--- src/rtl/psr_pkg.sv ---
`timescale 1ns / 1ps

package psr_pkg;

	localparam int THR_W      = 12;
	localparam int SUM_OUT_W  = 12;
	localparam int RATE_W     = 14;
	localparam int COUNT_W    = 8;
	localparam int CFG_IDX_W  = 1;
	localparam int CFG_DATA_W = 12;

	localparam logic [THR_W-1:0]   LOW_RESET  = THR_W'(2480);
	localparam logic [THR_W-1:0]   HIGH_RESET = THR_W'(2880);
	localparam logic [RATE_W-1:0]  RATE_MAX   = {RATE_W{1'b1}};
	localparam logic [COUNT_W-1:0] COUNT_MAX  = {COUNT_W{1'b1}};

	localparam logic KIND_SAMPLE = 1'b0;
	localparam logic KIND_TICK   = 1'b1;

	localparam logic [CFG_IDX_W-1:0] REG_LOW_THRESHOLD  = CFG_IDX_W'(0);
	localparam logic [CFG_IDX_W-1:0] REG_HIGH_THRESHOLD = CFG_IDX_W'(1);

	typedef struct packed {
		logic [SUM_OUT_W-1:0] smoothed_sum;
		logic                 beat_seen;
		logic [RATE_W-1:0]    pulse_rate;
	} result_t;

endpackage

--- src/rtl/psr_in_if.sv ---
`timescale 1ns / 1ps

interface psr_in_if #(
	parameter int SAMPLE_BITS = 10
);
	logic                   valid;
	logic                   ready;
	logic                   kind;
	logic [SAMPLE_BITS-1:0] sample;

	modport source (output valid, output kind, output sample, input ready);
	modport sink (input valid, input kind, input sample, output ready);
endinterface

--- src/rtl/psr_out_if.sv ---
`timescale 1ns / 1ps

interface psr_out_if;
	logic                           valid;
	logic                           ready;
	logic [psr_pkg::SUM_OUT_W-1:0]  smoothed_sum;
	logic                           beat_seen;
	logic [psr_pkg::RATE_W-1:0]     pulse_rate;

	modport source (output valid, output smoothed_sum, output beat_seen, output pulse_rate,
		input ready);
	modport sink (input valid, input smoothed_sum, input beat_seen, input pulse_rate,
		output ready);
endinterface

--- src/rtl/pulse_sensor_heart_rate_core.sv ---
`timescale 1ns / 1ps

// Throughput: one item per cycle while the skid entry is empty; window and history
// sums are kept as running sums, so each sample or tick is a single subtract-add
// update of the state. A two-entry output stage (result register plus skid) keeps
// input taking beats while one result waits. Reset (arst_n low) clears all state but
// the output data registers; thresholds return to 2480/2880.
module pulse_sensor_heart_rate_core #(
	parameter int SAMPLE_BITS = 10,
	parameter int SMOOTH_TAPS = 4,
	parameter int RATE_WINDOW = 20
) (
	input  logic                              clk,
	input  logic                              arst_n,
	input  logic                              cfg_we,
	input  logic [psr_pkg::CFG_IDX_W-1:0]     cfg_idx,
	input  logic [psr_pkg::CFG_DATA_W-1:0]    cfg_data,
	psr_in_if.sink                            in_ch,
	psr_out_if.source                         out_ch
);

	localparam int SUM_W  = SAMPLE_BITS + $clog2(SMOOTH_TAPS);
	localparam int CMP_W  = (SUM_W > psr_pkg::THR_W) ? SUM_W : psr_pkg::THR_W;
	localparam int HSUM_W = psr_pkg::COUNT_W + $clog2(RATE_WINDOW + 1);
	localparam int PROD_W = HSUM_W + 2;
	localparam int RCMP_W = (PROD_W > psr_pkg::RATE_W) ? PROD_W : psr_pkg::RATE_W;

	logic [psr_pkg::THR_W-1:0]   low_thr_q;
	logic [psr_pkg::THR_W-1:0]   high_thr_q;
	logic [SAMPLE_BITS-1:0]      win_q [SMOOTH_TAPS];
	logic [SUM_W-1:0]            win_sum_q;
	logic [psr_pkg::COUNT_W-1:0] beat_cnt_q;
	logic [psr_pkg::COUNT_W-1:0] hist_q [RATE_WINDOW];
	logic [HSUM_W-1:0]           hist_sum_q;
	logic [psr_pkg::RATE_W-1:0]  rate_q;

	logic                        out_valid_q;
	logic                        skid_valid_q;
	psr_pkg::result_t            out_q;
	psr_pkg::result_t            skid_q;

	logic                        acc;
	logic                        is_tick;
	logic [SAMPLE_BITS-1:0]      samp;
	logic [SUM_W-1:0]            win_sum_nxt;
	logic [CMP_W-1:0]            sum_c;
	logic [CMP_W-1:0]            prev_c;
	logic [CMP_W-1:0]            low_c;
	logic [CMP_W-1:0]            high_c;
	logic                        beat;
	logic [HSUM_W-1:0]           hist_sum_nxt;
	logic [PROD_W-1:0]           rate_full;
	logic [psr_pkg::RATE_W-1:0]  rate_sat;
	psr_pkg::result_t            res;

	assign in_ch.ready = !skid_valid_q;
	assign acc         = in_ch.valid && !skid_valid_q;
	assign is_tick     = (in_ch.kind == psr_pkg::KIND_TICK);
	assign samp        = SAMPLE_BITS'(in_ch.sample);

	// The window sum also serves as the previous sum: ticks leave it untouched.
	always_comb begin
		win_sum_nxt = SUM_W'({1'b0, win_sum_q} + (SUM_W+1)'(samp) - (SUM_W+1)'(win_q[0]));
		sum_c  = CMP_W'(win_sum_nxt);
		prev_c = CMP_W'(win_sum_q);
		low_c  = CMP_W'(low_thr_q);
		high_c = CMP_W'(high_thr_q);
		beat   = !is_tick && (prev_c < low_c) && (sum_c > low_c) && (sum_c < high_c);
	end

	always_comb begin
		hist_sum_nxt = HSUM_W'({1'b0, hist_sum_q} - (HSUM_W+1)'(hist_q[0])
			+ (HSUM_W+1)'(beat_cnt_q));
		// Times three as a shift and an add.
		rate_full = PROD_W'({hist_sum_nxt, 1'b0}) + PROD_W'(hist_sum_nxt);
		if (RCMP_W'(rate_full) > RCMP_W'(psr_pkg::RATE_MAX)) begin
			rate_sat = psr_pkg::RATE_MAX;
		end else begin
			rate_sat = psr_pkg::RATE_W'(rate_full);
		end
	end

	always_comb begin
		res.beat_seen = beat;
		if (is_tick) begin
			res.smoothed_sum = psr_pkg::SUM_OUT_W'(win_sum_q);
			res.pulse_rate   = rate_sat;
		end else begin
			res.smoothed_sum = psr_pkg::SUM_OUT_W'(win_sum_nxt);
			res.pulse_rate   = rate_q;
		end
	end

	always_ff @(posedge clk or negedge arst_n) begin
		if (!arst_n) begin
			low_thr_q  <= psr_pkg::LOW_RESET;
			high_thr_q <= psr_pkg::HIGH_RESET;
		end else if (cfg_we) begin
			unique case (cfg_idx)
				psr_pkg::REG_LOW_THRESHOLD:  low_thr_q  <= psr_pkg::THR_W'(cfg_data);
				psr_pkg::REG_HIGH_THRESHOLD: high_thr_q <= psr_pkg::THR_W'(cfg_data);
				default: ;
			endcase
		end
	end

	always_ff @(posedge clk or negedge arst_n) begin
		if (!arst_n) begin
			for (int k = 0; k < SMOOTH_TAPS; k++) begin
				win_q[k] <= '0;
			end
			for (int k = 0; k < RATE_WINDOW; k++) begin
				hist_q[k] <= '0;
			end
			win_sum_q  <= '0;
			hist_sum_q <= '0;
			beat_cnt_q <= '0;
			rate_q     <= '0;
		end else if (acc) begin
			if (is_tick) begin
				for (int k = 0; k + 1 < RATE_WINDOW; k++) begin
					hist_q[k] <= hist_q[k+1];
				end
				hist_q[RATE_WINDOW-1] <= beat_cnt_q;
				hist_sum_q <= hist_sum_nxt;
				beat_cnt_q <= '0;
				rate_q     <= rate_sat;
			end else begin
				for (int k = 0; k + 1 < SMOOTH_TAPS; k++) begin
					win_q[k] <= win_q[k+1];
				end
				win_q[SMOOTH_TAPS-1] <= samp;
				win_sum_q <= win_sum_nxt;
				if (beat && (beat_cnt_q != psr_pkg::COUNT_MAX)) begin
					beat_cnt_q <= beat_cnt_q + psr_pkg::COUNT_W'(1);
				end
			end
		end
	end

	// Output stage: the skid entry catches a beat taken while the result register stalls.
	always_ff @(posedge clk or negedge arst_n) begin
		if (!arst_n) begin
			out_valid_q  <= 1'b0;
			skid_valid_q <= 1'b0;
		end else if (!out_valid_q || out_ch.ready) begin
			out_valid_q  <= skid_valid_q || acc;
			skid_valid_q <= 1'b0;
		end else if (acc) begin
			skid_valid_q <= 1'b1;
		end
	end

	always_ff @(posedge clk) begin
		if (!out_valid_q || out_ch.ready) begin
			if (skid_valid_q) begin
				out_q <= skid_q;
			end else if (acc) begin
				out_q <= res;
			end
		end else if (acc) begin
			skid_q <= res;
		end
	end

	assign out_ch.valid        = out_valid_q;
	assign out_ch.smoothed_sum = out_q.smoothed_sum;
	assign out_ch.beat_seen    = out_q.beat_seen;
	assign out_ch.pulse_rate   = out_q.pulse_rate;

	a_skid_behind_out: assert property (@(posedge clk) disable iff (!arst_n)
		skid_valid_q |-> out_valid_q)
		else $error("skid entry held without a result in the output register");

	a_tick_clears_count: assert property (@(posedge clk) disable iff (!arst_n)
		(acc && is_tick) |=> (beat_cnt_q == '0))
		else $error("beat count not cleared by a tick");

	a_tick_pushes_count: assert property (@(posedge clk) disable iff (!arst_n)
		(acc && is_tick) |=> (hist_q[RATE_WINDOW-1] == $past(beat_cnt_q)))
		else $error("history did not take the finished second's count");

	a_count_monotonic: assert property (@(posedge clk) disable iff (!arst_n)
		(acc && !is_tick) |=> (beat_cnt_q >= $past(beat_cnt_q)))
		else $error("beat count dropped on a sample");

endmodule

--- src/flat_wrapper.sv ---
// flat-port wrapper written by rule: the top's interface ports become plain ports
module pulse_sensor_heart_rate_core_flat 
#(
	parameter int SAMPLE_BITS = 10,
	parameter int SMOOTH_TAPS = 4,
	parameter int RATE_WINDOW = 20
)
  (clk, arst_n, cfg_we, cfg_idx, cfg_data, in_ch_valid, in_ch_kind, in_ch_sample, in_ch_ready, out_ch_valid, out_ch_smoothed_sum, out_ch_beat_seen, out_ch_pulse_rate, out_ch_ready);
  psr_in_if #(.SAMPLE_BITS(SAMPLE_BITS)) in_ch_i ();
  psr_out_if out_ch_i ();
  input  logic clk;
  input  logic arst_n;
  input  logic cfg_we;
  input  logic [psr_pkg::CFG_IDX_W-1:0] cfg_idx;
  input  logic [psr_pkg::CFG_DATA_W-1:0] cfg_data;
  input wire logic [$bits(in_ch_i.valid)-1:0] in_ch_valid;
  input wire logic [$bits(in_ch_i.kind)-1:0] in_ch_kind;
  input wire logic [$bits(in_ch_i.sample)-1:0] in_ch_sample;
  output wire logic [$bits(in_ch_i.ready)-1:0] in_ch_ready;
  output wire logic [$bits(out_ch_i.valid)-1:0] out_ch_valid;
  output wire logic [$bits(out_ch_i.smoothed_sum)-1:0] out_ch_smoothed_sum;
  output wire logic [$bits(out_ch_i.beat_seen)-1:0] out_ch_beat_seen;
  output wire logic [$bits(out_ch_i.pulse_rate)-1:0] out_ch_pulse_rate;
  input wire logic [$bits(out_ch_i.ready)-1:0] out_ch_ready;
  assign in_ch_i.valid = in_ch_valid;
  assign in_ch_i.kind = in_ch_kind;
  assign in_ch_i.sample = in_ch_sample;
  assign in_ch_ready = in_ch_i.ready;
  assign out_ch_valid = out_ch_i.valid;
  assign out_ch_smoothed_sum = out_ch_i.smoothed_sum;
  assign out_ch_beat_seen = out_ch_i.beat_seen;
  assign out_ch_pulse_rate = out_ch_i.pulse_rate;
  assign out_ch_i.ready = out_ch_ready;
  pulse_sensor_heart_rate_core #(.SAMPLE_BITS(SAMPLE_BITS), .SMOOTH_TAPS(SMOOTH_TAPS), .RATE_WINDOW(RATE_WINDOW)) u_core (.clk(clk), .arst_n(arst_n), .cfg_we(cfg_we), .cfg_idx(cfg_idx), .cfg_data(cfg_data), .in_ch(in_ch_i), .out_ch(out_ch_i));
endmodule
--- config.mk ---
export PLATFORM = sky130hd
export DESIGN_NAME = pulse_sensor_heart_rate_core_flat
export DESIGN_NICKNAME = d
export VERILOG_FILES = /design/src/rtl/psr_pkg.sv /design/src/rtl/psr_in_if.sv /design/src/rtl/psr_out_if.sv /design/src/rtl/pulse_sensor_heart_rate_core.sv /design/src/flat_wrapper.sv
export SDC_FILE = /design/constraint.sdc
export NUM_CORES = 1
export LEC_CHECK = 0
export ABC_AREA = 1
export BUFFER_PORTS_ARGS = -buffer_cell sky130_fd_sc_hd__buf_4
export CAP_MARGIN = 20
export CORE_UTILIZATION = 55
export CTS_BUF_LIST = sky130_fd_sc_hd__clkbuf_8
export DETAILED_ROUTE_END_ITERATION = 6
export PLACE_DENSITY = 0.78
export REMOVE_ABC_BUFFERS = 1
export SYNTH_ARGS = -nofsm -noshare
export SYNTH_HDL_FRONTEND = slang
export SYNTH_SLANG_ARGS = --single-unit
--- constraint.sdc ---
create_clock -name clk -period 10.5 [get_ports clk]
set_input_delay 1.05 -clock clk [delete_from_list [all_inputs] [get_ports clk]]
set_output_delay 1.05 -clock clk [all_outputs]
set_load 0.1 [all_outputs]
* Word-level counts from Yosys, hierarchy flattened
Index checks and enable logic that the tools add are counted.
Storage, ports and cells: flip-flop bits (word level) 327, bits of input ports 29
Operators by class: reductions and logical operators 20, bitwise logic cells 3, magnitude comparators 4, muxes and demuxes 9, $add $sub $neg 6, eq/ne operators 1
Operator list (count):
- $mux W27 | 2
- $mux W14 | 2
- $lt A12 B12 Y1 | 2
- $mux W8 | 2
- $add A14 B13 Y15 | 1
- $gt A15 B14 Y1 const B | 1
- $reduce_and A2 Y1 | 7
- $add A13 B8 Y13 | 1
- $sub A13 B8 Y13 | 1
- $add A12 B10 Y12 | 1
- $gt A12 B12 Y1 | 1
- $mux W12 | 1
- $sub A12 B10 Y12 | 1
- $add A8 B1 Y8 const B | 1
- $ne A8 B8 Y1 const B | 1
- $reduce_bool A2 Y1 | 3
- $logic_and A1 B1 Y1 | 5
- $logic_not A1 Y1 | 3
- $not A1 Y1 | 3
- $logic_or A1 B1 Y1 | 2
- $mux W1 | 2

* Logic depth before layout (Yosys ltp)
Gate-level depths: netlist (run 1).
depth after elaboration 8, depth in mapped cells 27, mapped depth without buffers 27

* Worst setup path after synthesis (run 1)
No wires, ideal clock.
path type input -> register, from in in_ch_sample[1], to reg u_core.beat_cnt_q[5] in the netlist's numbering, path buffers 1, data arrival time 4366 ps, required time 10370 ps, slack 6005 ps, cell stages on the path 23, library setup time 130 ps, cell sequence inv_1 fa_1 inv_1 fa_1 nand3_1 nand2_1 a21oi_1 o21ai_0 or2_2 nand2_1 inv_1 ha_1 nand2_1 inv_1 o21ai_0 a21oi_1 nor2_1 nand2_1 nor4_2 nand3_1 nand2_1 buf_2 o21ai_0
Between the ends: word-level cells in the longest chain between the ends 8, elaborated cells between the ends (all ways) 9
Ends and longest elaborated chain:
- from (decl) | RTL line flat_wrapper.sv:18 | input wire logic [$bits(in_ch_i.sample)-1:0] in_ch_sample;
- $add A12 B10 Y12 (*) | RTL line pulse_sensor_heart_rate_core.sv:63 | win_sum_nxt = SUM_W'({1'b0, win_sum_q} + (SUM_W+1)'(samp) - (SUM_W+1)'(win_q[0]));
- $sub A12 B10 Y12 (*) | RTL line pulse_sensor_heart_rate_core.sv:63
- $gt A12 B12 Y1 | RTL line pulse_sensor_heart_rate_core.sv:68 | beat = !is_tick && (prev_c < low_c) && (sum_c > low_c) && (sum_c < high_c);
- $logic_and A1 B1 Y1 | RTL line pulse_sensor_heart_rate_core.sv:68
- $logic_and A1 B1 Y1 (*) | RTL line pulse_sensor_heart_rate_core.sv:68
- named net u_core.beat | RTL line pulse_sensor_heart_rate_core.sv:50 | logic beat;
- $logic_and A1 B1 Y1 (*) | RTL line pulse_sensor_heart_rate_core.sv:134 | if (beat && (beat_cnt_q != psr_pkg::COUNT_MAX)) begin
- $reduce_bool A2 Y1 (no source line) (*)
- $reduce_and A2 Y1 (no source line) (*)
- to (signal assigned) | RTL line pulse_sensor_heart_rate_core.sv:135 | beat_cnt_q <= beat_cnt_q + psr_pkg::COUNT_W'(1);
- to (decl) | RTL line pulse_sensor_heart_rate_core.sv:32 | logic [psr_pkg::COUNT_W-1:0] beat_cnt_q;
Mark *: on every way through the listed nets, which the timed path passes. The rest lies on a longest branch. A chain may end at the register's enable or synchronous reset.

* Worst setup path after layout (run 1)
from reg u_core.beat_cnt_q[3] in the netlist's numbering, to reg u_core.out_q, in the netlist u_core.out_ch.pulse_rate[0] (data pin)
Between the ends: word-level cells in the longest chain between the ends 7
Ends and longest elaborated chain:
- $add A13 B8 Y13 | RTL line pulse_sensor_heart_rate_core.sv:73 | + (HSUM_W+1)'(beat_cnt_q));
- named net u_core.hist_sum_nxt[7] | RTL line pulse_sensor_heart_rate_core.sv:51 | logic [HSUM_W-1:0] hist_sum_nxt;
- $add A14 B13 Y15 | RTL line pulse_sensor_heart_rate_core.sv:75 | rate_full = PROD_W'({hist_sum_nxt, 1'b0}) + PROD_W'(hist_sum_nxt);
- $gt A15 B14 Y1 | RTL line pulse_sensor_heart_rate_core.sv:76 | if (RCMP_W'(rate_full) > RCMP_W'(psr_pkg::RATE_MAX)) begin
- $mux W14 | RTL line pulse_sensor_heart_rate_core.sv:76
- $mux W14
- $mux W27 | RTL line pulse_sensor_heart_rate_core.sv:158 | end else if (acc) begin
- $mux W27 | RTL line pulse_sensor_heart_rate_core.sv:156 | if (skid_valid_q) begin
- to (signal assigned) | RTL line pulse_sensor_heart_rate_core.sv:157 | out_q <= skid_q;
- to (signal assigned) | RTL line pulse_sensor_heart_rate_core.sv:159 | out_q <= res;
- to (decl) | RTL line pulse_sensor_heart_rate_core.sv:39 | psr_pkg::result_t out_q;
The timed path passes the listed nets, and every way through them passes these cells. The select of a mux whose other input is x is not followed.

==> impl_metrics.ini, run 1 <==
[run_status]
status = complete, no violations

[global_routing]
track_usage = 0.220
grt_max_degree = 154
overflow = 0
grt_pass1_wl_um = 52500
grt_antenna_before_repair = 0
grt_pass1_vias = 10900

[synthesis]
synth_top_family_by_area = simple AND/OR/NAND/NOR gates
mappedNetlistArea_mm2 = 0.0158
ys_seq_area_frac = 0.534
synth_xor_area_frac = 0.0149
synthAdderAreaFrac = 0.0825
synth-simple-area-share = 0.229
ys_ff_latch = 327
yosys-top-cells-area = dfrtp_1 (42%), nand2_1 (19%), edfxtp_1 (10%), ha_1 (5.8%), inv_1 (5.3%)
synth_compound_area_frac = 0.0680
synth.top_cell.area_share = 0.417
async_reset_ff_frac = 0.835
yosys.area.top_type = dfrtp_1
yosysUniqueCellTypes = 40
synth_ff_type = dfrtp_1
yosysWarningCount = 0
postSynthAreaPerCell_um2 = 8.47
netlist_instances = 1871
synth_edf_count = 54
synthMuxAreaShare = 0

[sta]
grt_setup_unrepaired = false
period_needed_ns = 4.78
setup_viol = 0
max_slew_margin = 0.309
hold_viol = 0
fin_crit_sh = 0.455
final.setup.worst_slack_ns = 5.72
drv_slew = 0
skew_ns = 0.0293
max_freq_ghz = 0.209
max_slew.worst_pin.slew_ns = 1.04

[drt]
num_vias = 11600
dr.pass1.iters = 6
postRouteAntennaNets = 0
drtIter0Drc = 887
drt-total-wl_um = 30700
wire_per_inst_um = 13.1
drc_errors = 0
viasPerCell = 4.94

[placement]
dp_slack_ns = 5.37
gp_congestion = 0.902
dp.cells = 2246
numPortBuffers = 57
hpwl_um = 20000

[floorplan]
dieArea_mm2 = 0.0295
die_height_um = 172
core_mm2 = 0.0281
pin_count = 58
initial_core_util = 0.564
fp.dieW_um = 172
row_count = 61

[worst_setup_path]
required_ns = 10.81
crit_top_cell = nand2_1
cp_data_arrival_time_ns = 5.08
crit_path_max_incr_delay_ns = 0.53
end_kind = flop
r2r_end = u_core.out_ch.pulse_rate[0]
crit_type = flop to flop
slowest_stage = fa_1
rrSetupSlack_ns = 5.72
path_max_fanout = 32
worstReg2RegStart = u_core.beat_cnt_q[3]
reg2reg_depth = 26
worst-path-buf-inv = 3
crit_family = simple AND/OR/NAND/NOR gates
cp-start-kind = flop

[clock_tree]
clkLatencyLatePin_ns = 0.59
cts_resized = 0
clockBufferDepth = 3
clock_sinks = 327
htree_levels = 2
ctsHoldBuffers = 0
tritoncts = built
root_buffer = clkbuf_8
cts_setup_buffers = 0
clkTransAtPathRegs_ns = 0.06
numCtsBuffers = 53

[layout]
finalNetCount = 2046
drive_gt1_frac = 0.0882
instances_no_fill = 2340
nFillCells = 2327
multi_input_area_mm2 = 0.00626
antennaDiodeCount = 0
seqCellArea_mm2 = 0.00846
final_cell_mix = nand2_1 (798), dfrtp_1 (264), inv_1 (243), o21ai_0 (128), ha_1 (74)
area_delta_synth_final_pct = 11.3
final_common_cell = nand2_1

[job]
drv_cap = 0

[worst_hold_path]
worstHoldPathCells = 2
min_to = u_core.win_q[10]
worstHoldStart = u_core.win_q[10]
min_path_type = flop to flop
==> area by class of cell <==
class                      count  area share
clock inverter                27     0.00752
clock buffer                  66      0.0515
timing repair buffer          66      0.0304
multi-input combinational   1247       0.355
tap                          378      0.0268
inverter                     229      0.0490
sequential                   327       0.480
==> worst max path at each step <==
stage	startpoint	to	slack (ns)	cells past startpoint
global route	u_core.beat_cnt_q[3]	u_core.out_ch.pulse_rate[4]	5.29	26
finish	u_core.beat_cnt_q[3]	u_core.out_ch.pulse_rate[0]	5.72	26
detailed placement	in_ch_sample[2]	u_core.beat_cnt_q[6]	5.37	24
global placement	in_ch_sample[4]	u_core.beat_cnt_q[6]	5.51	23
CTS	u_core.beat_cnt_q[3]	u_core.out_ch.pulse_rate[0]	5.78	26
floorplan	u_core.skid_valid_q	u_core.beat_cnt_q[2]	-2.84	6
==> per-stage QoR <==
stage	util	cell area (µm²)	hold WS, ns	setup TNS [ns]
global placement	0.590	16600	0.453	0
global route	0.628	17600	0.481	0
finish	0.628	17600	0.467	0
detailed placement	0.590	16600	0.458	0
CTS	0.627	17600	0.469	0
floorplan	-	15600	0.442	-413.78
==> logic make-up (layout without fill, tap and decap cells) <==
| family | Yosys count | after routing |
|---|---|---|
| flops | 327 | 327 |
| simple gates | 921 | 921 |
| fa+ha+maj | 93 | 93 |
| buf+inv | 297 | 388 |
| xor+xnor | 27 | 27 |
| compound gates | 206 | 206 |
==> routing by layer <==
layer	vias up	wire, µm	track usage
met5	-	0	0
met4	0	463	0.0567
met3	39	1360	0.0350
met2	226	13400	0.336
met1	5369	15400	0.329
li1	5930	-	-
==> flip-flops by register name (all words and copies together), names as in the netlist, 8 cells and up <==
signal / flops
u_core.hist_q: 160
u_core.win_q: 40
u_core.skid_q: 27
u_core.out_ch.pulse_rate: 14
u_core.rate_q: 14
u_core.hist_sum_q: 13
u_core.high_c: 12
u_core.low_c: 12
u_core.out_ch.smoothed_sum: 12
u_core.prev_c: 12
u_core.beat_cnt_q: 8
==> cell usage after synthesis, drive strengths merged, types with 19 or more instances <==
cell type	n
nor2	40
o21ai	130
fa	19
ha	74
nand3	49
inv	226
clkbuf	63
a21oi	54
nand2	802
dfrtp	264
edfxtp	54
xor2	20
==> worst register-to-register path: stages (launching register included) <==
cell	delay, ns
dfrtp_1	0.38
inv_1	0.15
fa_1	0.53
inv_1	0.05
ha_1	0.33
nand2_1	0.10
inv_1	0.05
nand2_1	0.05
nand2_1	0.06
a21oi_1	0.23
nor2_1	0.07
nor2_1	0.14
xnor2_1	0.26
ha_1	0.37
nand2_1	0.12
nor3_1	0.05
nand2_1	0.06
o211ai_1	0.13
and2_1	0.20
nand3_2	0.08
nand2_2	0.08
nand3_2	0.08
nand2_2	0.06
nor2_4	0.51
nand2_1	0.16
nand3_1	0.12
nand2_1	0.09
Power of run 1 is not shown: default switching activity piles up to over one toggle a cycle in this logic, so the estimate is an artifact.
==> inputs of run 2 (changes only) <==
Settings changed: PLACE_DENSITY 0.78 to 0.81.
Clock period 10.5 ns to 4.25 ns, I/O delays scaled along.
==> impl_metrics.ini, run 2 (synthesis gave the netlist of run 1 again) <==
[layout]
largest_reg_flops = 160
instances_no_fill = 2382
antennaDiodeCount = 0
final_common_cell = nand2_1
largest_register = u_core.hist_q
finalNetCount = 2081
drive_gt1_frac = 0.128
area_delta_synth_final_pct = 15.4
largestRegisters = u_core.hist_q x160, u_core.win_q x40, u_core.skid_q x27
final_cell_mix = nand2_1 (791), dfrtp_1 (264), inv_1 (232), o21ai_0 (124), buf_4 (94)

[worst_hold_path]
min_path_type = input pin to flop

[drt]
postRouteAntennaNets = 0
num_vias = 12000
drc_errors = 0
wire_per_inst_um = 13.4
drtIter0Drc = 1042
drt-total-wl_um = 32000
viasPerCell = 5.02
dr.pass1.iters = 5

[worst_setup_path]
worst-path-buf-inv = 5
path_max_fanout = 16
crit_path_max_incr_delay_ns = 0.49
crit_type = flop to flop
crit_family = adder cells
required_ns = 4.58
cp_cell_sequence = inv_1 -> fa_1 -> inv_1 -> ha_1 -> nand2_1 -> nor2_2 -> nand3_2 -> nand3_2 -> a21oi_1 -> o21ai_1 -> xor2_1 -> inv_2 -> ha_4 -> a21oi_2 -> inv_1 -> a21oi_2 -> nand2_2 -> nor2_4 -> buf_12 -> nand2_1 -> nand3_1 -> nand2_1
cp-start-kind = flop
end_kind = flop
slowest_stage = fa_1
cp_data_arrival_time_ns = 4.37

[placement]
gp_congestion = 0.936
dp.cells = 2264
hpwl_um = 20800
numPortBuffers = 57
dp_slack_ns = -0.0398

[job]
drv_cap = 0

[sta]
max_slew_margin = 0.355
fin_crit_sh = 0.950
setup_viol = 0
max_freq_ghz = 0.248
holdWs_ns = 0.0835
final.setup.worst_slack_ns = 0.211
max_slew.worst_pin.slew_ns = 0.967
skew_ns = 0.0283
drv_slew = 0
period_needed_ns = 4.04
hold_viol = 0

[clock_tree]
clockBufferDepth = 3
numCtsBuffers = 53
clkTransAtPathRegs_ns = 0.06
root_buffer = clkbuf_8
clock_sinks = 327
htree_levels = 2
tritoncts = built
clkLatencyLatePin_ns = 0.60

[global_routing]
grt_pass1_vias = 11400
grt_max_degree = 170
grt_pass1_wl_um = 54000
overflow = 0
grt_antenna_before_repair = 0
track_usage = 0.227

[floorplan]
fp.dieW_um = 172
pin_count = 58
dieArea_mm2 = 0.0295
initial_core_util = 0.564
row_count = 61
core_mm2 = 0.0281
die_height_um = 172

[run_status]
status = complete, no violations
## run 2: cell types whose count changed in the layout (fill, tap and decap cells not counted), moves of 5 or more
cell	change
nand2_2	+6
clkbuf_8	+6
ha_1	-8
buf_4	+31
nand2_1	-7
inv_1	-11
a21oi_1	-5
ha_4	+6
inv_2	+6
clkinv_2	+5
## run 2: repair_timing
action	CTS	global route
resized for setup	1	48
setup buffers	0	16
setup endpoints to repair	1	51
gates cloned	0	1
hold buffers	1	0
hold endpoints to repair	110	0
pin swaps	0	12
## run 2: worst paths after layout
path | startpoint | depth (start not counted) | slack (ns) | to
worst min register to register | u_core.hist_q[125] | 2 | 0.46 | u_core.hist_q[133]
min in group asynchronous | arst_n | 2 | 0.51 | u_core.win_q[12]
worst min-delay path | in_ch_sample[0] | 3 | 0.08 | u_core.win_q[0]
worst max-delay path | u_core.beat_cnt_q[7] | 22 | 0.21 | u_core.out_ch.pulse_rate[1]
worst max register to register | u_core.beat_cnt_q[7] | 22 | 0.21 | u_core.out_ch.pulse_rate[1]
max in group asynchronous | arst_n | 3 | 2.63 | u_core.hist_q[136]
## run 2: per-stage QoR
stage           util  area, µm²  TNS (ns)
2_1_floorplan      -      15600  -1609.88
3_3_place_gp   0.595      16700         0
3_5_place_dp   0.596      16700    -0.143
4_1_cts        0.639      17900         0
5_1_grt        0.651      18300    -0.731
6_report       0.651      18300         0
## run 2: worst min-delay path, cell delays in order
cell and delay (ns):
buf_4 0.09, nand2_1 0.04, nand2_1 0.06
## run 2: routing by layer
metal / vias to the layer above / part of all wire / wire [µm] / global-route usage
met5: - / 0 / 0 / 0
met4: 0 / 0.021 / 658 / 0.0625
met3: 67 / 0.049 / 1570 / 0.0366
met2: 280 / 0.47 / 14900 / 0.366
met1: 5607 / 0.47 / 14900 / 0.317
li1: 6007 / - / - / -
## run 2: layout make-up
class                           instances  area, µm²
Fill cell                            2219       9800
Sequential cell                       327       8460
Multi-Input combinational cell       1247       6460
Clock buffer                           72        991
Inverter                              229        862
Timing Repair Buffer                  101        843
Tap cell                              378        473
Clock inverter                         28        193
Power of run 2 is left out for the same reason.
==> inputs of run 3 (changes only) <==
Clock period 4.25 ns to 3.55 ns, I/O delays scaled along.
==> impl_metrics.ini, run 3 (synthesis gave the netlist of run 1 again) <==
[drt]
drc_errors = 3
topRoutingLayerUsed = met5
drtIter0Drc = 1353
wl_met2_um = 19400
dr.pass1.iters = 7
postRouteAntennaNets = 0
drt-total-wl_um = 41000
dr_wl_met3_um = 2500
wire_per_inst_um = 16.2
viasPerCell = 5.36
num_vias = 13500
wl_met1_um = 17200

[floorplan]
pin_count = 58
fp.dieW_um = 172
dieArea_mm2 = 0.0295
initial_core_util = 0.564
die_height_um = 172
row_count = 61
core_mm2 = 0.0281

[worst_hold_path]
min_path_type = input pin to flop
min_to = u_core.low_c[7]
worstHoldStart = cfg_data[7]
worstHoldPathCells = 3

[run_status]
violations = design-rule violations, negative setup slack
status = finished with violations

[sta]
grt_setup_unrepaired = true
skew_ns = 0.0175
max_freq_ghz = 0.240
max_slew_margin = 0.499
hold_viol = 0
fin_crit_sh = 1.17
setup_viol = 52
final.setup.tns_ns = -27.36
drv_slew = 0
max_slew.worst_pin.slew_ns = 0.744
final.setup.worst_slack_ns = -0.621
period_needed_ns = 4.17

[worst_setup_path]
cp_data_arrival_time_ns = 4.51
worstReg2RegStart = u_core.hist_sum_q[2]
end_kind = flop
required_ns = 3.89
crit_type = flop to flop
path_max_fanout = 6
r2r_end = u_core.out_ch.pulse_rate[3]
reg2reg_depth = 24
cp-start-kind = flop
rrSetupSlack_ns = -0.62

[layout]
final_common_cell = nand2_1
stdcell_area_mm2 = 0.0206
final_cell_mix = nand2_1 (735), dfrtp_1 (264), buf_4 (223), inv_1 (205), o21ai_0 (115)
finalNetCount = 2227
area_delta_synth_final_pct = 29.8
largestRegisters = u_core.hist_q x160, u_core.win_q x40, u_core.skid_q x27
antennaDiodeCount = 0
drive_gt1_frac = 0.267
largest_reg_flops = 160
largest_register = u_core.hist_q

[global_routing]
grt_max_degree = 170
overflow = 0
grt_pass1_wl_um = 62500
track_usage = 0.264
grt_antenna_before_repair = 1
grt_pass1_vias = 13200

[clock_tree]
htree_levels = 2
clkLatencyLatePin_ns = 0.59
tritoncts = built
clockBufferDepth = 3
clkTransAtPathRegs_ns = 0.06
numCtsBuffers = 52
root_buffer = clkbuf_8
clock_sinks = 327

[placement]
numPortBuffers = 57
hpwl_um = 22000
post_dp_cell_area_mm2 = 0.0176
gp_congestion = 0.874

[job]
drv_cap = 0
==> run 3: critical path, stage by stage (launching register included) <==
cell,delay (ns)
dfrtp_1,0.35
inv_2,0.05
fa_1,0.52
inv_1,0.06
ha_4,0.25
nand2_2,0.08
nand2_2,0.07
a31o_2,0.25
xor2_2,0.25
inv_1,0.18
ha_4,0.26
a21oi_1,0.17
nand2_1,0.11
nand2_1,0.08
o211ai_1,0.13
and2_1,0.20
nand3_2,0.06
nand2_2,0.07
nand3_2,0.07
nand2_2,0.08
nor2_4,0.23
buf_12,0.19
nand2_4,0.07
nand3_2,0.09
nand2_1,0.05
==> run 3: timing repair <==
item,in CTS,in global routing
resized for setup,189,110
hold buffers,3,0
setup buffers,28,18
hold endpoints to repair,98,0
endpoints found under the setup margin,52,52
gates cloned,4,0
pin swaps,38,52
==> run 3: through the flow <==
stage	utilization	worst slack, ns	hold WS [ns]	cells
2_1_floorplan	-	-9.79	0.0594	1803
3_3_place_gp	0.628	-0.586	0.438	2382
3_5_place_dp	0.628	-0.668	0.448	2382
4_1_cts	0.714	-0.384	0.00689	2513
5_1_grt	0.732	-0.770	0.0266	2526
6_report	0.732	-0.621	0.0304	2526
==> run 3: routing by layer <==
metal | GRT usage | vias up
li1 | - | 6301
met1 | 0.346 | 6438
met2 | 0.435 | 598
met3 | 0.0396 | 196
met4 | 0.117 | 2
met5 | 0 | -
==> run 3: layout make-up <==
class                      count  area, µm²
sequential                   327       8460
multi-input combinational   1247       7550
clock inverter                30        244
tap                          378        473
clock buffer                  67        922
timing repair buffer         248       2040
inverter                     229        862
fill                        1848       7530
==> run 3: worst max-delay path by stage <==
stage                              start                     endpoint
finish              u_core.hist_sum_q[2]  u_core.out_ch.pulse_rate[3]
global route        u_core.hist_sum_q[1]  u_core.out_ch.pulse_rate[3]
floorplan            u_core.skid_valid_q         u_core.beat_cnt_q[2]
detailed placement       in_ch_sample[3]         u_core.beat_cnt_q[1]
global placement         in_ch_sample[6]         u_core.beat_cnt_q[6]
CTS                     u_core.prev_c[1]         u_core.beat_cnt_q[2]
Power of run 3 is left out for the same reason.
